$ cat src/apsq_pkg.sv
`timescale 1ns / 1ps

package apsq_pkg;

  localparam int WORDS_PER_SECTOR = 256;
  localparam int DRIVE_SLOTS      = 4;
  localparam int MAX_RESULTS      = 8;
  localparam int CNT_W            = $clog2(MAX_RESULTS + 1);
  localparam int IDX_W            = $clog2(MAX_RESULTS);
  localparam int CFG_IDX_W        = 1;
  localparam int CFG_DATA_W       = 16;

  localparam logic [CFG_IDX_W-1:0] CFG_DRIVE_MASK = 1'd0;
  localparam logic [CFG_IDX_W-1:0] CFG_POLL_LIMIT = 1'd1;

  localparam logic [1:0] KIND_START  = 2'd0;
  localparam logic [1:0] KIND_STATUS = 2'd1;
  localparam logic [1:0] KIND_DATA   = 2'd2;

  localparam logic [1:0] OP_READ  = 2'd0;
  localparam logic [1:0] OP_WRITE = 2'd1;
  localparam logic [1:0] OP_FLUSH = 2'd2;

  localparam logic [1:0] ACT_PORT   = 2'd0;
  localparam logic [1:0] ACT_STATUS = 2'd1;
  localparam logic [1:0] ACT_DATA   = 2'd2;
  localparam logic [1:0] ACT_DONE   = 2'd3;

  localparam logic [9:0] PORT_BASE_PRI = 10'h1F0;
  localparam logic [9:0] PORT_BASE_SEC = 10'h170;

  localparam logic [9:0] OFS_DATA     = 10'd0;
  localparam logic [9:0] OFS_FEATURES = 10'd1;
  localparam logic [9:0] OFS_COUNT    = 10'd2;
  localparam logic [9:0] OFS_LBA_LO   = 10'd3;
  localparam logic [9:0] OFS_LBA_MID  = 10'd4;
  localparam logic [9:0] OFS_LBA_HI   = 10'd5;
  localparam logic [9:0] OFS_DEVICE   = 10'd6;
  localparam logic [9:0] OFS_COMMAND  = 10'd7;

  localparam logic [7:0] CMD_READ  = 8'h20;
  localparam logic [7:0] CMD_WRITE = 8'h30;
  localparam logic [7:0] CMD_FLUSH = 8'hE7;

  localparam logic [7:0] DEV_LBA   = 8'h40;
  localparam logic [7:0] DEV_SLAVE = 8'h10;

  localparam logic [7:0] STS_BSY  = 8'h80;
  localparam logic [7:0] STS_DF   = 8'h20;
  localparam logic [7:0] STS_DRQ  = 8'h08;
  localparam logic [7:0] STS_ERR  = 8'h01;
  localparam logic [7:0] STS_NONE = 8'h00;
  localparam logic [7:0] STS_FLOAT = 8'hFF;

  localparam logic [15:0] POLL_LIMIT_RESET = 16'd1000;

  typedef enum logic [3:0] {
    PH_IDLE,
    PH_WAIT_READY,
    PH_WAIT_DRQ,
    PH_TRANSFER,
    PH_WAIT_DONE
  } phase_t;

  typedef struct packed {
    logic [1:0]  kind;
    logic [1:0]  op;
    logic [1:0]  drive_num;
    logic [27:0] lba;
    logic [7:0]  sector_cnt;
    logic [7:0]  status_byte;
    logic [15:0] data_word;
  } in_item_t;

  typedef struct packed {
    logic [1:0]  action;
    logic [9:0]  port;
    logic [15:0] value;
    logic        success;
    logic        last;
  } out_item_t;

  typedef out_item_t [MAX_RESULTS-1:0] res_list_t;

  typedef struct packed {
    phase_t      phase;
    logic [1:0]  active_op;
    logic [1:0]  active_drive;
    logic [27:0] start_block;
    logic [7:0]  sectors_left;
    logic [8:0]  word_index;
    logic [15:0] poll_count;
  } seq_state_t;

  function automatic out_item_t mk_item(logic [1:0] action, logic [9:0] port,
                                        logic [15:0] value, logic success);
    out_item_t r;
    r.action  = action;
    r.port    = port;
    r.value   = value;
    r.success = success;
    r.last    = 1'b0;
    return r;
  endfunction

endpackage

$ cat src/apsq_step.sv
`timescale 1ns / 1ps

module apsq_step (
  input  apsq_pkg::in_item_t               item,
  input  apsq_pkg::seq_state_t             cur,
  input  logic [apsq_pkg::DRIVE_SLOTS-1:0] drive_mask,
  input  logic [15:0]                      poll_limit,
  output apsq_pkg::seq_state_t             state_next,
  output apsq_pkg::res_list_t              res,
  output logic [apsq_pkg::CNT_W-1:0]       res_count
);

  logic [9:0]  cur_base;
  logic [9:0]  start_base;
  logic [7:0]  sel_byte;
  logic        limit_zero;
  logic [15:0] pc_inc;
  logic        poll_timeout;
  logic [7:0]  sl_dec;
  logic [8:0]  wi_inc;
  logic        sector_end;
  logic        present;
  logic        start_bad;
  logic        drq_fail;
  logic        drq_go;
  logic        not_busy;
  logic [7:0]  st;
  apsq_pkg::out_item_t done_fail;
  apsq_pkg::out_item_t wait_item;
  apsq_pkg::out_item_t poll_item;
  apsq_pkg::out_item_t start_item;

  assign st         = item.status_byte;
  assign cur_base   = cur.active_drive[1] ? apsq_pkg::PORT_BASE_SEC : apsq_pkg::PORT_BASE_PRI;
  assign start_base = item.drive_num[1] ? apsq_pkg::PORT_BASE_SEC : apsq_pkg::PORT_BASE_PRI;
  assign sel_byte   = apsq_pkg::DEV_LBA | (cur.active_drive[0] ? apsq_pkg::DEV_SLAVE : 8'h00);
  assign limit_zero = (poll_limit == 16'd0);
  assign pc_inc     = cur.poll_count + 16'd1;
  assign poll_timeout = (pc_inc >= poll_limit);
  assign sl_dec     = cur.sectors_left - 8'd1;
  assign wi_inc     = cur.word_index + 9'd1;
  assign sector_end = ({23'd0, wi_inc} >= apsq_pkg::WORDS_PER_SECTOR);
  assign present    = ({30'd0, item.drive_num} < apsq_pkg::DRIVE_SLOTS) &&
                      drive_mask[item.drive_num];
  assign start_bad  = (item.op != apsq_pkg::OP_READ && item.op != apsq_pkg::OP_WRITE &&
                       item.op != apsq_pkg::OP_FLUSH) || !present ||
                      (item.op != apsq_pkg::OP_FLUSH && item.sector_cnt == 8'd0);
  assign not_busy   = ((st & apsq_pkg::STS_BSY) == 8'h00);
  assign drq_fail   = ((st & apsq_pkg::STS_ERR) != 8'h00) || (st == apsq_pkg::STS_NONE) ||
                      (st == apsq_pkg::STS_FLOAT) || ((st & apsq_pkg::STS_DF) != 8'h00);
  assign drq_go     = not_busy && ((st & apsq_pkg::STS_DRQ) != 8'h00);

  assign done_fail  = apsq_pkg::mk_item(apsq_pkg::ACT_DONE, 10'd0, 16'd0, 1'b0);
  assign wait_item  = limit_zero ? done_fail :
                      apsq_pkg::mk_item(apsq_pkg::ACT_STATUS,
                                        cur_base + apsq_pkg::OFS_COMMAND, 16'd0, 1'b0);
  assign start_item = limit_zero ? done_fail :
                      apsq_pkg::mk_item(apsq_pkg::ACT_STATUS,
                                        start_base + apsq_pkg::OFS_COMMAND, 16'd0, 1'b0);
  assign poll_item  = poll_timeout ? done_fail :
                      apsq_pkg::mk_item(apsq_pkg::ACT_STATUS,
                                        cur_base + apsq_pkg::OFS_COMMAND, 16'd0, 1'b0);

  always_comb begin
    state_next = cur;
    res        = '0;
    res_count  = '0;
    priority if (item.kind == apsq_pkg::KIND_START && cur.phase == apsq_pkg::PH_IDLE) begin
      res_count = apsq_pkg::CNT_W'(1);
      if (start_bad) begin
        res[0] = done_fail;
      end else begin
        state_next.active_op    = item.op;
        state_next.active_drive = item.drive_num;
        state_next.start_block  = item.lba;
        state_next.sectors_left = (item.op == apsq_pkg::OP_FLUSH) ? 8'd1 : item.sector_cnt;
        state_next.word_index   = '0;
        state_next.poll_count   = '0;
        state_next.phase        = limit_zero ? apsq_pkg::PH_IDLE : apsq_pkg::PH_WAIT_READY;
        res[0] = start_item;
      end
    end else if (item.kind == apsq_pkg::KIND_STATUS &&
                 cur.phase == apsq_pkg::PH_WAIT_READY) begin
      if (!not_busy) begin
        state_next.poll_count = pc_inc;
        if (poll_timeout) state_next.phase = apsq_pkg::PH_IDLE;
        res[0]    = poll_item;
        res_count = apsq_pkg::CNT_W'(1);
      end else begin
        state_next.poll_count = '0;
        if (cur.active_op == apsq_pkg::OP_FLUSH) begin
          res[0] = apsq_pkg::mk_item(apsq_pkg::ACT_PORT, cur_base + apsq_pkg::OFS_DEVICE,
                                     {8'h00, sel_byte}, 1'b0);
          res[1] = apsq_pkg::mk_item(apsq_pkg::ACT_PORT, cur_base + apsq_pkg::OFS_COMMAND,
                                     {8'h00, apsq_pkg::CMD_FLUSH}, 1'b0);
          res[2] = wait_item;
          res_count = apsq_pkg::CNT_W'(3);
          state_next.phase = limit_zero ? apsq_pkg::PH_IDLE : apsq_pkg::PH_WAIT_DONE;
        end else begin
          res[0] = apsq_pkg::mk_item(apsq_pkg::ACT_PORT, cur_base + apsq_pkg::OFS_DEVICE,
                                     {8'h00, sel_byte | {4'h0, cur.start_block[27:24]}},
                                     1'b0);
          res[1] = apsq_pkg::mk_item(apsq_pkg::ACT_PORT, cur_base + apsq_pkg::OFS_FEATURES,
                                     16'd0, 1'b0);
          res[2] = apsq_pkg::mk_item(apsq_pkg::ACT_PORT, cur_base + apsq_pkg::OFS_COUNT,
                                     {8'h00, cur.sectors_left}, 1'b0);
          res[3] = apsq_pkg::mk_item(apsq_pkg::ACT_PORT, cur_base + apsq_pkg::OFS_LBA_LO,
                                     {8'h00, cur.start_block[7:0]}, 1'b0);
          res[4] = apsq_pkg::mk_item(apsq_pkg::ACT_PORT, cur_base + apsq_pkg::OFS_LBA_MID,
                                     {8'h00, cur.start_block[15:8]}, 1'b0);
          res[5] = apsq_pkg::mk_item(apsq_pkg::ACT_PORT, cur_base + apsq_pkg::OFS_LBA_HI,
                                     {8'h00, cur.start_block[23:16]}, 1'b0);
          res[6] = apsq_pkg::mk_item(apsq_pkg::ACT_PORT, cur_base + apsq_pkg::OFS_COMMAND,
                                     {8'h00, (cur.active_op == apsq_pkg::OP_WRITE) ?
                                      apsq_pkg::CMD_WRITE : apsq_pkg::CMD_READ}, 1'b0);
          res[7] = wait_item;
          res_count = apsq_pkg::CNT_W'(8);
          state_next.phase = limit_zero ? apsq_pkg::PH_IDLE : apsq_pkg::PH_WAIT_DRQ;
        end
      end
    end else if (item.kind == apsq_pkg::KIND_STATUS &&
                 cur.phase == apsq_pkg::PH_WAIT_DRQ) begin
      if (drq_fail) begin
        res[0]    = done_fail;
        res_count = apsq_pkg::CNT_W'(1);
        state_next.phase = apsq_pkg::PH_IDLE;
      end else if (drq_go) begin
        state_next.phase      = apsq_pkg::PH_TRANSFER;
        state_next.word_index = '0;
      end else begin
        state_next.poll_count = pc_inc;
        if (poll_timeout) state_next.phase = apsq_pkg::PH_IDLE;
        res[0]    = poll_item;
        res_count = apsq_pkg::CNT_W'(1);
      end
    end else if (item.kind == apsq_pkg::KIND_STATUS &&
                 cur.phase == apsq_pkg::PH_WAIT_DONE) begin
      res_count = apsq_pkg::CNT_W'(1);
      if (!not_busy) begin
        state_next.poll_count = pc_inc;
        if (poll_timeout) state_next.phase = apsq_pkg::PH_IDLE;
        res[0] = poll_item;
      end else begin
        state_next.sectors_left = sl_dec;
        if (sl_dec == 8'd0) begin
          res[0] = apsq_pkg::mk_item(apsq_pkg::ACT_DONE, 10'd0, 16'd0, 1'b1);
          state_next.phase = apsq_pkg::PH_IDLE;
        end else begin
          res[0] = wait_item;
          state_next.poll_count = '0;
          state_next.phase = limit_zero ? apsq_pkg::PH_IDLE : apsq_pkg::PH_WAIT_DRQ;
        end
      end
    end else if (item.kind == apsq_pkg::KIND_DATA &&
                 cur.phase == apsq_pkg::PH_TRANSFER) begin
      res_count = apsq_pkg::CNT_W'(1);
      if (cur.active_op == apsq_pkg::OP_WRITE) begin
        res[0] = apsq_pkg::mk_item(apsq_pkg::ACT_PORT, cur_base + apsq_pkg::OFS_DATA,
                                   item.data_word, 1'b0);
      end else begin
        res[0] = apsq_pkg::mk_item(apsq_pkg::ACT_DATA, 10'd0, item.data_word, 1'b0);
      end
      state_next.word_index = sector_end ? 9'd0 : wi_inc;
      if (sector_end) begin
        if (cur.active_op == apsq_pkg::OP_WRITE) begin
          res[1] = apsq_pkg::mk_item(apsq_pkg::ACT_PORT, cur_base + apsq_pkg::OFS_COMMAND,
                                     {8'h00, apsq_pkg::CMD_FLUSH}, 1'b0);
          res[2] = wait_item;
          res_count = apsq_pkg::CNT_W'(3);
          state_next.poll_count = '0;
          state_next.phase = limit_zero ? apsq_pkg::PH_IDLE : apsq_pkg::PH_WAIT_DONE;
        end else begin
          res_count = apsq_pkg::CNT_W'(2);
          state_next.sectors_left = sl_dec;
          if (sl_dec == 8'd0) begin
            res[1] = apsq_pkg::mk_item(apsq_pkg::ACT_DONE, 10'd0, 16'd0, 1'b1);
            state_next.phase = apsq_pkg::PH_IDLE;
          end else begin
            res[1] = wait_item;
            state_next.poll_count = '0;
            state_next.phase = limit_zero ? apsq_pkg::PH_IDLE : apsq_pkg::PH_WAIT_DRQ;
          end
        end
      end
    end else begin
      res_count = '0;
    end
  end

endmodule

$ cat src/ata_pio_command_sequencer_top.sv
`timescale 1ns / 1ps

// channel  | handshake            | payload
// ---------+----------------------+--------------------------------
// req      | req_valid/req_ready  | apsq_pkg::in_item_t  (one word)
// rsp      | rsp_valid/rsp_ready  | apsq_pkg::out_item_t (one word)
// cfg      | cfg_we               | cfg_index, cfg_data
//
// A request word is taken into an input register, then the combinational step logic turns it
// into zero to eight response words held in a result buffer. The buffer drains one word per
// cycle while rsp_ready is high; the next request waits in the input register until the last
// word is taken, so requests yielding at most one word flow at one per cycle while rsp_ready
// stays high. A response word is offered once its request is loaded into the free result buffer.
// Synchronous reset clears the sequencer to idle, empties both stages and loads
// the config defaults (no drives present, poll limit 1000).

module ata_pio_command_sequencer_top (
  input  logic                              clk,
  input  logic                              rst,
  input  logic                              req_valid,
  output logic                              req_ready,
  input  apsq_pkg::in_item_t                req,
  output logic                              rsp_valid,
  input  logic                              rsp_ready,
  output apsq_pkg::out_item_t               rsp,
  input  logic                              cfg_we,
  input  logic [apsq_pkg::CFG_IDX_W-1:0]    cfg_index,
  input  logic [apsq_pkg::CFG_DATA_W-1:0]   cfg_data
);

  logic [apsq_pkg::DRIVE_SLOTS-1:0] drive_mask;
  logic [15:0]                      poll_limit;

  logic                 in_q_valid;
  apsq_pkg::in_item_t   in_q;

  apsq_pkg::seq_state_t seq_state;
  apsq_pkg::seq_state_t state_next;
  apsq_pkg::res_list_t  step_res;
  logic [apsq_pkg::CNT_W-1:0] step_count;

  apsq_pkg::res_list_t        held;
  logic [apsq_pkg::CNT_W-1:0] buf_count;
  logic [apsq_pkg::IDX_W-1:0] rd_idx;

  logic take;
  logic last_take;
  logic buf_free;
  logic move;

  apsq_step u_step (
    .item       (in_q),
    .cur        (seq_state),
    .drive_mask (drive_mask),
    .poll_limit (poll_limit),
    .state_next (state_next),
    .res        (step_res),
    .res_count  (step_count)
  );

  assign rsp_valid = (buf_count != '0);
  assign take      = rsp_valid && rsp_ready;
  assign last_take = take && (apsq_pkg::CNT_W'(rd_idx) == buf_count - apsq_pkg::CNT_W'(1));
  assign buf_free  = (buf_count == '0) || last_take;
  assign move      = in_q_valid && buf_free;
  assign req_ready = !in_q_valid || move;

  always_comb begin
    rsp      = held[rd_idx];
    rsp.last = (apsq_pkg::CNT_W'(rd_idx) == buf_count - apsq_pkg::CNT_W'(1));
  end

  always_ff @(posedge clk) begin
    if (rst) begin
      drive_mask <= '0;
      poll_limit <= apsq_pkg::POLL_LIMIT_RESET;
    end else if (cfg_we) begin
      unique case (cfg_index)
        apsq_pkg::CFG_DRIVE_MASK: drive_mask <= cfg_data[apsq_pkg::DRIVE_SLOTS-1:0];
        apsq_pkg::CFG_POLL_LIMIT: poll_limit <= cfg_data[15:0];
        default: ;
      endcase
    end
  end

  always_ff @(posedge clk) begin
    if (rst) begin
      in_q_valid <= 1'b0;
    end else if (req_valid && req_ready) begin
      in_q_valid <= 1'b1;
    end else if (move) begin
      in_q_valid <= 1'b0;
    end
  end

  always_ff @(posedge clk) begin
    if (req_valid && req_ready) begin
      in_q <= req;
    end
  end

  always_ff @(posedge clk) begin
    if (rst) begin
      seq_state.phase        <= apsq_pkg::PH_IDLE;
      seq_state.active_op    <= '0;
      seq_state.active_drive <= '0;
      seq_state.start_block  <= '0;
      seq_state.sectors_left <= '0;
      seq_state.word_index   <= '0;
      seq_state.poll_count   <= '0;
    end else if (move) begin
      seq_state <= state_next;
    end
  end

  always_ff @(posedge clk) begin
    if (rst) begin
      buf_count <= '0;
      rd_idx    <= '0;
    end else if (move) begin
      buf_count <= step_count;
      rd_idx    <= '0;
    end else if (last_take) begin
      buf_count <= '0;
      rd_idx    <= '0;
    end else if (take) begin
      rd_idx <= rd_idx + apsq_pkg::IDX_W'(1);
    end
  end

  always_ff @(posedge clk) begin
    if (move) begin
      held <= step_res;
    end
  end

  a_rd_in_range: assert property (@(posedge clk) disable iff (rst)
    buf_count != '0 |-> apsq_pkg::CNT_W'(rd_idx) < buf_count)
    else $error("read index past buffered words");

  a_count_bound: assert property (@(posedge clk) disable iff (rst)
    buf_count <= apsq_pkg::CNT_W'(apsq_pkg::MAX_RESULTS))
    else $error("result buffer count overflow");

  a_phase_hold: assert property (@(posedge clk) disable iff (rst)
    !move |=> seq_state.phase == $past(seq_state.phase))
    else $error("phase changed without a step");

  a_word_bound: assert property (@(posedge clk) disable iff (rst)
    seq_state.phase == apsq_pkg::PH_TRANSFER |->
      {23'd0, seq_state.word_index} < apsq_pkg::WORDS_PER_SECTOR)
    else $error("word index past sector end");

endmodule

$ cat config.mk
export PLATFORM = sky130hd
export DESIGN_NAME = ata_pio_command_sequencer_top
export DESIGN_NICKNAME = d
export VERILOG_FILES = /design/src/apsq_pkg.sv /design/src/apsq_step.sv /design/src/ata_pio_command_sequencer_top.sv
export SDC_FILE = /design/constraint.sdc
export NUM_CORES = 1
export LEC_CHECK = 0
export CELL_PAD_IN_SITES_DETAIL_PLACEMENT = 1
export CELL_PAD_IN_SITES_GLOBAL_PLACEMENT = 2
export CORE_MARGIN = 10
export CORE_UTILIZATION = 45
export CTS_BUF_LIST = sky130_fd_sc_hd__clkbuf_16
export CTS_CLUSTER_SIZE = 24
export DETAILED_ROUTE_END_ITERATION = 10
export DONT_BUFFER_PORTS = 1
export GPL_ROUTABILITY_DRIVEN = 0
export PLACE_DENSITY_LB_ADDON = 0.05
export SYNTH_ARGS = -nofsm -noshare
export SYNTH_HDL_FRONTEND = slang
export SYNTH_SLANG_ARGS = --single-unit
$ cat constraint.sdc
create_clock -name clk -period 12.4 [get_ports clk]
set_clock_uncertainty 0.15 [all_clocks]
set_input_delay 1.24 -clock clk [delete_from_list [all_inputs] [get_ports clk]]
set_output_delay 1.24 -clock clk [all_outputs]
set_load 0.1 [all_outputs]
; After elaboration in Yosys (flattened, before gate mapping)
; Index checks and enable logic that the tools add are counted.
[totals]
out_inout_bits = 32
latchBits = 0
memories = 0
mem_bits_rw = 0
regBits = 403
romBits = 0
[op_classes]
n_eq_ne = 23
add_sub_neg = 13
n_shift = 0
div_mod_pow = 0
muxes = 85
n_mul = 0
bitwise_logic = 5
n_reduce_logical = 49
n_lt_le_gt_ge = 4
[ops]
columns = op, n
row1 = 30-bit 2-to-1 mux, 16
row2 = 90-bit 2-to-1 mux, 3
row3 = 60-bit 2-to-1 mux, 4
row4 = 16-bit 2-to-1 mux, 8
row5 = 4-bit 2-to-1 mux, 25
row6 = 30-bit binary-select mux with 3-bit select, 1
row7 = 69-bit 2-to-1 mux, 1
row8 = 33-bit 2-to-1 mux, 2
row9 = 8-bit 2-to-1 mux, 8
row10 = 10-bit by 3-bit adder with 10-bit output (second input constant), 5
row11 = 25-bit 2-to-1 mux, 2
row12 = 8-bit logical NOT, 4
row13 = 9-bit 2-to-1 mux, 3
row14 = 10-bit by 2-bit adder with 10-bit output (second input constant), 2
row15 = 17-bit 2-to-1 mux, 1
row16 = 16-bit by 1-bit adder with 16-bit output (second input constant), 1
row17 = 16-bit greater-or-equal comparator, 1
row18 = 16-bit logical NOT, 1
row19 = 1-bit logical AND, 13
row20 = 3-bit by 1-bit != test with 1-bit output (second input constant), 4
row21 = 10-bit by 1-bit adder with 10-bit output (second input constant), 1
row22 = 5-bit 2-to-1 mux, 2
row23 = 5-bit nonzero test, 2
row24 = 9-bit by 1-bit adder with 9-bit output (second input constant), 1
row25 = other kinds (38), 68

; Logic depth before layout (Yosys ltp)
; Gate-level depths: netlist of the first run.
[depth]
ltp_word = 11
depth_mapped = 13

; By module
; Synthesis of the first run repeated with hierarchy kept, for this count alone.
[unflattened]
cells_unflattened = 1599
hier_area_um2 = 19969.2
[by_module_without_submodules]
columns = mod, seq_area_each_um2, area_per_inst_um2, cells_per_inst, instances
row1 = ata_pio_command_sequencer_top, 10890.4, 14913.1, 842, 1
row2 = apsq_step, 0.0, 5056.1, 757, 1

; Least setup slack after synthesis of the first run
; OpenSTA, ideal clock, no wires.
[synth_path]
path_type = register to register
start = register buf_count[0] in the netlist's numbering
end = register in_q[0] in the netlist's numbering (enable)
synth_period_minus_slack_ns = 8.195
t_required_ns = 11.720
path_stages_with_launch = 7
path_slack_ns = 4.205
setup_ns = 0.530
t_arrival_ns = 7.515
cell_sequence = dfxtp_1 > inv_1 > ha_1 > or3_4 > a211oi_1 > nand2_1 > a31oi_1
[synth_lines]
columns = item, line
row1 = start: declaration, ata_pio_command_sequencer_top.sv:43  ; logic [apsq_pkg::CNT_W-1:0] buf_count;
row2 = start signal: assignment, ata_pio_command_sequencer_top.sv:121  ; buf_count <= step_count;
row3 = end signal: assignment, ata_pio_command_sequencer_top.sv:98  ; in_q <= req;
row4 = end: declaration, ata_pio_command_sequencer_top.sv:35  ; apsq_pkg::in_item_t in_q;

; Final worst setup path of the first run
[layout_path]
start = register buf_count[0] in the netlist's numbering
end = output port req_ready
[layout_via]
elab_chain_len = 6
elab_cells_between_ends = 9
cone_classes = add/sub: 1 / eq/ne: 1 / reduce/logical: 7
[layout_rtl]
columns = item, line
row1 = 4-bit nonzero test, ata_pio_command_sequencer_top.sv:61  ; assign rsp_valid = (buf_count != '0);
row2 = via rsp_valid, ata_pio_command_sequencer_top.sv:23  ; output logic rsp_valid,
row3 = 1-bit logical AND, ata_pio_command_sequencer_top.sv:62  ; assign take = rsp_valid && rsp_ready;
row4 = 1-bit logical AND, ata_pio_command_sequencer_top.sv:63  ; assign last_take = take && (apsq_pkg::CNT_W'(rd_idx) == buf_count - apsq_pkg::CNT_W'(1));
row5 = 1-bit logical OR, ata_pio_command_sequencer_top.sv:64  ; assign buf_free = (buf_count == '0) || last_take;
row6 = 1-bit logical AND, ata_pio_command_sequencer_top.sv:65  ; assign move = in_q_valid && buf_free;
row7 = 1-bit logical OR, ata_pio_command_sequencer_top.sv:66  ; assign req_ready = !in_q_valid || move;
row8 = end: declaration, ata_pio_command_sequencer_top.sv:21  ; output logic req_ready,
; The timed path passes the listed nets, and every way through them passes these cells.

==> results of run 1 <==
==> area by class of cell <==
type | count | area share [%]
Tap cell | 319 | 3.32
Sequential cell | 234 | 50.4
Clock buffer | 28 | 5.82
Timing Repair Buffer | 10 | 0.790
Clock inverter | 20 | 1.30
Inverter | 39 | 1.22
Multi-Input combinational cell | 689 | 37.1
==> routing by layer <==
layer	vias up	part of all wire [%]	global-route usage, %
li1	3651	-	-
met1	3816	48	25.6
met2	191	45	29.0
met3	32	4.8	3.15
met4	0	1.6	4.17
met5	-	0	0
==> per-stage QoR <==
step | cells | total power, mW | setup slack (ns)
6_report | 1339 | 1.78 | 7.90
5_1_grt | 1339 | 1.84 | 7.76
2_1_floorplan | 1019 | 1.00 | 4.21
3_5_place_dp | 1291 | 1.03 | 8.38
4_1_cts | 1339 | 1.80 | 7.86
3_3_place_gp | 1291 | 1.02 | 8.47
==> cell usage in the layout (no fill, tap or decap), drive strengths merged, types with 19 or more instances in the layout <==
| master | n |
|---|---|
| and2 | 55 |
| edfxtp | 138 |
| nand3 | 25 |
| clkbuf | 28 |
| nor2 | 39 |
| dfxtp | 96 |
| nand2 | 155 |
| mux2i | 20 |
| nand2b | 19 |
| nor3 | 21 |
| a21oi | 79 |
| inv | 47 |
| o21ai | 29 |
| ha | 23 |
==> sequential cells by signal (all words and copies together) (netlist names) <==
register    count
drive_mask      4
poll_limit     16
rd_idx          3
held           72
in_q           66
in_q_valid      1
seq_state      69
buf_count       3
==> critical path, stage by stage, from the launching register on <==
cell     delay, ns
dfxtp_1       0.37
inv_1         0.08
ha_1          0.19
and2b_1       0.19
inv_1         0.74
nand3_1       1.01
==> power breakdown <==
part	leakage (nW)	switching, mW	internal [mW]	total [mW]
combinational	1.80	0.108	0.0292	0.137
clock	0.449	0.307	0.465	0.772
sequential	2.11	0.0177	0.856	0.874
==> worst paths after layout <==
| path | start | endpoint | slack, ns | cells after the start |
|---|---|---|---|---|
| setup / recovery | buf_count[0]$_SDFFE_PP0P_ | req_ready | 7.90 | 5 |
| hold / removal | seq_state[39]$_SDFFE_PP0P_ | seq_state[39]$_SDFFE_PP0P_ | 0.30 | 2 |
| setup reg to reg | rd_idx[0]$_SDFFE_PP0P_ | seq_state[23]$_SDFFE_PP0P_ | 8.43 | 7 |
| hold reg to reg | seq_state[39]$_SDFFE_PP0P_ | seq_state[39]$_SDFFE_PP0P_ | 0.30 | 2 |
==> kinds of logic after synthesis <==
| family | Yosys count |
|---|---|
| and+or+nand+nor | 403 |
| AOI/OAI and AO/OA | 213 |
| DFF | 234 |
| xor gates and xnor gates | 16 |
| buffers and inverters | 96 |
| other | 1 |
| adders and majority gates | 23 |
| muxes | 32 |
==> flow_summary_export.csv, run 1 <==
group,metric,value,unit
job,max-cap-violations,0,
grt,grt_pass1_vias,7955,
detailed_routing,firstDrtPassIters,5,
cells_and_area,final_core_util,51.1,%
synthesis,syn_avg_cell_area,10.6,um2
synthesis,yosysMostFrequentCell,"nand2_1",
setup_path,critPathKind,"flop to output port",
cells_and_area,fin_nets,1111,
clocking,clk_path_buf_depth,3,
grt,grt_max_degree,84,
synthesis,synth_xor_area_share,1.29,%
grt,grt_pass1_wl,45.4,mm
synthesis,syn_inst,1018,
grt,grt_overflow_total,0,
sta,setup_viol,0,
floorplan,core_area,23500,um2
synthesis,synth-compound-area-share,13.2,%
cells_and_area,final_cell_area,12000,um2
detailed_routing,drc,0,
sta,slew_headroom,10.4,%
cells_and_area,fill_cells,2600,
sta,finalSetupTns,0,ns
detailed_routing,ant_nets,0,
synthesis,synth-simple-area-share,19.3,%
power_and_ir_drop,power.density,148,nW/um2
power_and_ir_drop,p_leak,4.36,nW
setup_path,crit_fanout,5,
cells_and_area,n_antenna_cell,0,
setup_path,crit_required,11.01,ns
synthesis,synth_edf_count,138,
detailed_routing,routedWlPerCell,21.8,um
detailed_routing,routed_wl,29.2,mm
synthesis,synth_commonest_cells,"nand2_1, edfxtp_1, dfxtp_1",
place,numPortBuffers,0,
floorplan,die_h,175,um
synthesis,synth-adder-area-share,2.66,%
cells_and_area,ff_latch_area,6070,um2
synthesis,synth_top_family_by_area,"simple AND/OR/NAND/NOR gates",
clocking,cts_sinks,234,
place,hpwlAfterDp,20.5,mm
floorplan,die_w,175,um
clocking,cts_tree,"done",
sta,finalMaxSlewViolations,0,
sta,tightest_slew,1.34,ns
grt,antenna_found_initial,0,
sta,holdWs,0.304,ns
sta,max_freq,0.222,GHz
place,place_area,11200,um2
floorplan,ios,120,
power_and_ir_drop,ir_drop,0.124,mV
synthesis,seq_area_frac_synth,56.0,%
synthesis,ys.flop_type,"edfxtp_1",
cells_and_area,multi_input_area,4470,um2
synthesis,synthArstFlopShare,0,%
floorplan,rows,56,
synthesis,ys_warn_count,0,
grt,grtUsageTotal,18.3,%
sta,rsz0062_at_grt,"false",
clocking,cts-root-buf,"clkbuf_16",
setup_path,crit_path_end_kind,"output port",
clocking,cts_hold_buf,0,
synthesis,synth.top_cell.area_share,38.3,%
sta,layout_min_cycle_time,4.50,ns
sta,period_share,36.3,%
floorplan,die_area,30700,um2
detailed_routing,drt_iter0_markers,564,
clocking,h-tree-depth,1,
clocking,ctsResizeCount,0,
synthesis,yosys-mux-area-fraction,3.82,%
detailed_routing,num_vias,7690,
synthesis,yosysTopAreaCell,"edfxtp_1",
sta,hold_violations,0,
setup_path,critPathLaunchType,"flop",
cells_and_area,area_delta_synth_final,11.1,%
cells_and_area,drive_above_1_share,8.82,%
floorplan,initial_core_util,46.0,%
clocking,insertion_delay,0.53,ns
synthesis,synth_area,10800,um2
detailed_routing,via_per_inst,5.74,
clocking,clk_pin_slew,0.06,ns
clocking,postCtsSetupBuffers,0,
setup_path,arrival,3.11,ns
min_path,min_path_type,"flop to flop",
outcome,status,"finished, final reports clean",
clocking,cts-buffers-inserted,26,
synthesis,ys_types,79,
synthesis,yosys-top-cells-area,"edfxtp_1, dfxtp_1, nand2_1",
synthesis,synth.ff_latch_count,234,
Power figures use the tool's default switching activity.
==> run 2: changes to the inputs <==
ABC_AREA = 1   (was unset)
CORE_UTILIZATION = 39   (was 45)
clock period = 4.6 ns   (was 12.4 ns; I/O delays follow)
==> run 2 against run 1 <==
  * Critical path depth up 3
  * Flip-flop and latch count unchanged
  * Register-to-register slack worse by 7.2 ns
  * Final cell count up 23%
  * Wire length up 4.8%
  * Worst hold slack worse by 0.20 ns
  * Sequential power rose to 2.7 times the previous value
  * First-iteration DRC count down 26%
  * Largest cell class unchanged
  * Sequential share of layout area down 3.6 points
  * Cell area up 7.7%
  * Utilization down 3.2 points
==> flow_summary_export.csv, run 2 <==
group,metric,value,unit
outcome,status,"finished, final reports clean",
sta,finalSetupTns,0,ns
floorplan,core_area,27000,um2
grt,grt_max_degree,59,
floorplan,die_h,186,um
synthesis,yosysMostFrequentCell,"nand2_1",
detailed_routing,ant_nets,0,
sta,layout_min_cycle_time,3.90,ns
clocking,clk_path_buf_depth,3,
synthesis,syn_inst,1189,
floorplan,rows,60,
cells_and_area,final_cell_mix,"nand2_1, inv_1, edfxtp_1",
sta,hold_violations,0,
floorplan,initial_core_util,39.8,%
setup_path,critPathMaxStageDelay,0.80,ns
cells_and_area,multi_input_area,4000,um2
detailed_routing,via_per_inst,5.08,
clocking,ctsResizeCount,0,
synthesis,synth_area,10800,um2
cells_and_area,ff_latch_area,6070,um2
synthesis,ys_types,54,
grt,grt_pass1_wl,48.7,mm
power_and_ir_drop,p_leak,5.10,nW
clocking,postCtsSetupBuffers,0,
synthesis,ys_warn_count,0,
sta,finalMaxSlewViolations,0,
clocking,insertion_delay,0.55,ns
power_and_ir_drop,power.density,360,nW/um2
cells_and_area,fin_nets,1391,
power_and_ir_drop,ir_drop,0.367,mV
cells_and_area,drive_above_1_share,9.45,%
floorplan,die_area,34600,um2
min_path,min_path_type,"input pin to flop",
cells_and_area,mostFrequentLayoutCell,"nand2_1",
clocking,cts_tree,"done",
setup_path,crit_required,3.99,ns
setup_path,worstPathCellList,"nand2_1 -> inv_1 -> nand2_1 -> inv_1 -> a211oi_1 -> a41oi_4 -> buf_12 -> buf_16",
sta,slew_headroom,24.7,%
setup_path,arrival,3.29,ns
cells_and_area,reg_top3,"held (72), seq_state (69), in_q (66)",
sta,setup_slack,0.697,ns
clocking,h-tree-depth,1,
synthesis,synth.ff_latch_count,234,
detailed_routing,drc,0,
floorplan,die_w,186,um
detailed_routing,num_vias,8352,
setup_path,crit_family,"buffers and inverters",
place,place_ws,1.25,ns
setup_path,reg2reg_setup_slack,1.23,ns
cells_and_area,top_register,"held",
cells_and_area,area_delta_synth_final,20.5,%
detailed_routing,drt_iter0_markers,415,
detailed_routing,routedWlPerCell,18.6,um
synthesis,syn_avg_cell_area,9.05,um2
synthesis,synth_commonest_cells,"nand2_1, inv_1, nor2_1",
job,max-cap-violations,0,
setup_path,crit_buf_inv,4,
floorplan,ios,120,
sta,max_freq,0.256,GHz
detailed_routing,firstDrtPassIters,4,
setup_path,critical-path-slowest-cell,"dfxtp_1",
setup_path,crit_path_end_kind,"output port",
synthesis,seq_area_frac_synth,56.4,%
synthesis,yosysTopAreaCell,"edfxtp_1",
detailed_routing,routed_wl,30.5,mm
synthesis,synth.top_cell.area_share,38.5,%
setup_path,critPathLaunchType,"flop",
sta,rsz0062_at_grt,"false",
clocking,cts-buffers-inserted,27,
sta,period_share,84.8,%
sta,setup_viol,0,
synthesis,synthArstFlopShare,0,%
place,numPortBuffers,0,
place,hpwlAfterDp,21.0,mm
sta,tightest_slew,1.13,ns
clocking,cts-root-buf,"clkbuf_16",
grt,grt_overflow_total,0,
grt,grt_pass1_vias,8848,
clocking,clk_pin_slew,0.06,ns
synthesis,yosys-top-cells-area,"edfxtp_1, dfxtp_1, nand2_1",
setup_path,crit_fanout,21,
cells_and_area,largest_reg_flops,72,
clocking,cts_sinks,234,
cells_and_area,fill_cells,3045,
setup_path,critPathKind,"flop to output port",
grt,grtUsageTotal,17.8,%
synthesis,ys.flop_type,"edfxtp_1",
synthesis,synth_edf_count,138,
power_and_ir_drop,finalPower,4.66,mW
grt,antenna_found_initial,4,
## run 2: where the power goes
part	switching (mW)	internal [mW]
Sequential	0.0311	2.30
Clock	0.865	1.07
Combinational	0.276	0.122
## run 2: cells by family (layout without fill, tap and decap cells)
kind of cell    Yosys count  count (layout)  share of synthesized area (%)
compound gates          239             239                           12.0
xor+xnor                 19              19                           1.55
fa+ha+maj                23              23                           2.68
buf+inv                 201             312                           7.70
flops                   234             234                           56.4
other cells               1               5                         0.0349
simple gates            472             472                           19.7
## run 2: repair_timing
item	4_1_cts	5_1_grt
endpoints found under the hold margin	109	0
hold buffers	84	0
endpoints found under the setup margin	0	0
## run 2: cell type report
cell class	count	area share, %
clock inverters	23	0.907
repair buffers	106	8.36
clock buffers	27	5.21
multi-input cells	755	30.8
inverters	156	4.56
flip-flops and latches	234	46.8
diodes	3	0.0579
well taps	341	3.29
## run 2: metal layers
metal | GRT usage (%) | vias up | routed length, um
met2 | 28.8 | 154 | 14100
met5 | 0 | - | 0
met4 | 4.39 | 0 | 582
met1 | 23.8 | 3996 | 14400
li1 | - | 4173 | -
met3 | 3.35 | 29 | 1450
## run 2: worst register-to-register path, cell delays in order, from the launching register on
cell and delay [ns]:
dfxtp_1 0.37, ha_1 0.20, nand2_1 0.07, nor2_1 0.15, nand3_1 0.20, nor3_1 0.30
nand3_1 0.14, xnor2_1 0.17, ha_1 0.28, nand4_1 0.11, a21oi_1 0.17, nor2_1 0.08
nand2_1 0.17, nand2_1 0.15, a21oi_1 0.21, nand3_1 0.10, nand2_1 0.07, nand2_1 0.04
## run 2: metrics by stage
step	instances	utilization (%)	hold slack, ns	instance area, um2
6_report	1645	48.0	0.101	13000
5_1_grt	1645	48.0	0.131	13000
4_1_cts	1642	47.9	0.0729	13000
3_5_place_dp	1508	41.9	0.300	11300
3_3_place_gp	1508	41.9	0.292	11300
2_1_floorplan	1190	-	0.279	10800
## run 2: worst paths after layout
check	to	cells past startpoint	startpoint
min	rd_idx[0]$_SDFFE_PP0P_	3	rsp_ready
min reg2reg	seq_state[39]$_SDFFE_PP0P_	2	seq_state[39]$_SDFFE_PP0P_
max reg2reg	held[25]$_DFFE_PP_	17	seq_state[0]$_SDFFE_PP0P_
max	rsp[23]	8	rd_idx[0]$_SDFFE_PP0P_
==> run 3: changes to the inputs <==
clock period = 4 ns   (was 4.6 ns; I/O delays follow)
==> run 3 against run 2 <==
  * Via count grew 1.3%
  * Worst setup slack worse by 0.32 ns
  * Critical path depth down 1
  * Final cell count grew 0.97%
  * Critical endpoint is now rsp[22]
  * Non-clock buffer count rose by 17
  * Worst hold slack got worse by 0.061 ns
  * Highest routed layer unchanged
  * First-iteration DRC count down 13%
  * Cell area increased by 2.0%
  * Die area unchanged
  * Flip-flop and latch count unchanged
  * Register-to-register slack got worse by 0.72 ns
  * Total power grew 22%
==> flow_summary_export.csv, run 3 (synthesis gave the netlist of run 2 again) <==
group,metric,value,unit
place,place_area,11400,um2
floorplan,rows,60,
sta,setup_viol,0,
min_path,hold_end,"rd_idx[0]$_SDFFE_PP0P_",
power_and_ir_drop,p_leak,5.21,nW
grt,grt_overflow_total,0,
setup_path,crit_required,3.45,ns
power_and_ir_drop,power.density,430,nW/um2
min_path,min_path_type,"input pin to flop",
cells_and_area,final_cell_area,13200,um2
sta,layout_min_cycle_time,3.62,ns
floorplan,die_area,34600,um2
clocking,cts-buffers-inserted,27,
setup_path,critical-path-slowest-cell,"dfxtp_1",
clocking,cts_hold_buf,87,
clocking,cts_sinks,234,
setup_path,critPathMaxStageDelay,0.83,ns
detailed_routing,num_vias,8464,
grt,grt_max_degree,59,
power_and_ir_drop,p_seq_share,47.2,%
power_and_ir_drop,ir_drop,0.327,mV
grt,antenna_found_initial,3,
grt,globalRouteMet1Util,24.0,%
cells_and_area,fin_nets,1408,
detailed_routing,firstDrtPassIters,4,
sta,holdWs,0.0405,ns
outcome,status,"finished, final reports clean",
clocking,insertion_delay,0.56,ns
setup_path,worstReg2RegStart,"seq_state[0]$_SDFFE_PP0P_",
sta,tightest_slew,0.928,ns
clocking,postCtsSetupBuffers,0,
grt,grtUsageTotal,17.9,%
min_path,min_from,"rsp_ready",
setup_path,reg2reg_setup_slack,0.51,ns
power_and_ir_drop,swShare,24.5,%
setup_path,arrival,3.07,ns
setup_path,crit_family,"flip-flops",
floorplan,die_h,186,um
detailed_routing,via_per_inst,5.10,
sta,max_freq,0.276,GHz
grt,grt.busiest_layer,"met2",
detailed_routing,drt_iter0_markers,361,
sta,rsz0062_at_grt,"false",
cells_and_area,final_core_util,48.9,%
power_and_ir_drop,power_frac_comb,8.3,%
place,place_inst,1522,
job,max-cap-violations,0,
clocking,cts_tree,"done",
clocking,cts-root-buf,"clkbuf_16",
cells_and_area,final_cell_count_no_fill,1661,
setup_path,crit_path_end_kind,"output port",
cells_and_area,final_cell_mix,"nand2_1, inv_1, edfxtp_1",
grt,grt_use_met2,29.3,%
sta,period_share,90.5,%
cells_and_area,mostFrequentLayoutCell,"nand2_1",
place,hpwlAfterDp,21.3,mm
cells_and_area,top_register,"held",
setup_path,rr_worst_depth,17,
min_path,holdPathStages,3,
detailed_routing,drc,0,
setup_path,critPathLaunchType,"flop",
floorplan,ios,120,
power_and_ir_drop,intPower,4.29,mW
cells_and_area,area_delta_synth_final,23.0,%
grt,grt_util_met3,3.41,%
power_and_ir_drop,p_sw,1.39,mW
sta,finalSetupTns,0,ns
clocking,ctsResizeCount,0,
floorplan,initial_core_util,39.8,%
sta,finalMaxSlewViolations,0,
setup_path,worstPathCellList,"nand2_1 -> inv_1 -> nand2_1 -> inv_1 -> a211oi_1 -> a41oi_4 -> buf_12",
place,numPortBuffers,0,
cells_and_area,largest_reg_flops,72,
clocking,clk_pin_slew,0.06,ns
grt,grt_pass1_vias,8911,
floorplan,die_w,186,um
setup_path,crit_fanout,21,
clocking,h-tree-depth,1,
clocking,clk_path_buf_depth,3,
power_and_ir_drop,clkPwrFrac,44.5,%
floorplan,core_area,27000,um2
setup_path,crit_buf_inv,3,
cells_and_area,drive_above_1_share,11.1,%
detailed_routing,routedWlPerCell,18.6,um
detailed_routing,routed_wl,30.9,mm
setup_path,critPathKind,"flop to output port",
detailed_routing,ant_nets,0,
sta,hold_violations,0,
setup_path,r2r_end,"held[25]$_DFFE_PP_",
grt,grt_pass1_wl,49.4,mm
sta,slew_headroom,37.8,%
cells_and_area,reg_top3,"held (72), seq_state (69), in_q (66)",
-- run 3: cell type report --
class | instances | area (um2)
Timing Repair Buffer | 123 | 1230
Fill cell | 3049 | 13800
Inverter | 156 | 594
Tap cell | 341 | 427
Clock inverter | 23 | 230
Clock buffer | 27 | 676
Multi-Input combinational cell | 755 | 4000
Sequential cell | 234 | 6070
Antenna cell | 2 | 5.00
-- run 3: stage by stage --
stage | worst slack, ns | power, mW
2_1_floorplan | 0.0468 | 3.02
3_3_place_gp | 0.733 | 3.12
3_5_place_dp | 0.554 | 3.13
4_1_cts | 0.341 | 5.75
5_1_grt | 0.00791 | 5.91
6_report | 0.380 | 5.68
-- run 3: worst min-delay path, delay by kind of cell --
family | cells | cell delay (ns)
AO/OA/AOI/OAI | 2 | 0.22
AND/OR/NAND/NOR | 1 | 0.07
-- run 3: worst max path at each step --
stage	slack, ns	depth (start not counted)	startpoint	endpoint
after CTS	0.34	7	rd_idx[0]$_SDFFE_PP0P_	rsp[22]
after floorplan	0.05	7	rd_idx[1]$_SDFFE_PP0P_	rsp[23]
after detailed placement	0.55	17	seq_state[0]$_SDFFE_PP0P_	held[25]$_DFFE_PP_
after global routing	0.008	17	seq_state[0]$_SDFFE_PP0P_	held[25]$_DFFE_PP_
final	0.38	7	rd_idx[0]$_SDFFE_PP0P_	rsp[22]
after global placement	0.73	17	seq_state[0]$_SDFFE_PP0P_	held[25]$_DFFE_PP_
-- run 3: per-layer routing --
layer / vias up / routed length (um) / part of all wire [%]
met5: - / 0 / 0
met4: 0 / 537 / 1.7
met3: 42 / 1710 / 5.5
met2: 166 / 14200 / 46
met1: 4050 / 14400 / 47
li1: 4206 / - / -
-- run 3: power groups by stage --
stage / registers (mW) / logic [mW] / clock network [mW]
2_1_floorplan: 2.72 / 0.301 / 0
3_3_place_gp: 2.73 / 0.394 / 0
3_5_place_dp: 2.73 / 0.398 / 0
4_1_cts: 2.68 / 0.475 / 2.60
5_1_grt: 2.69 / 0.515 / 2.71
6_report: 2.68 / 0.473 / 2.53
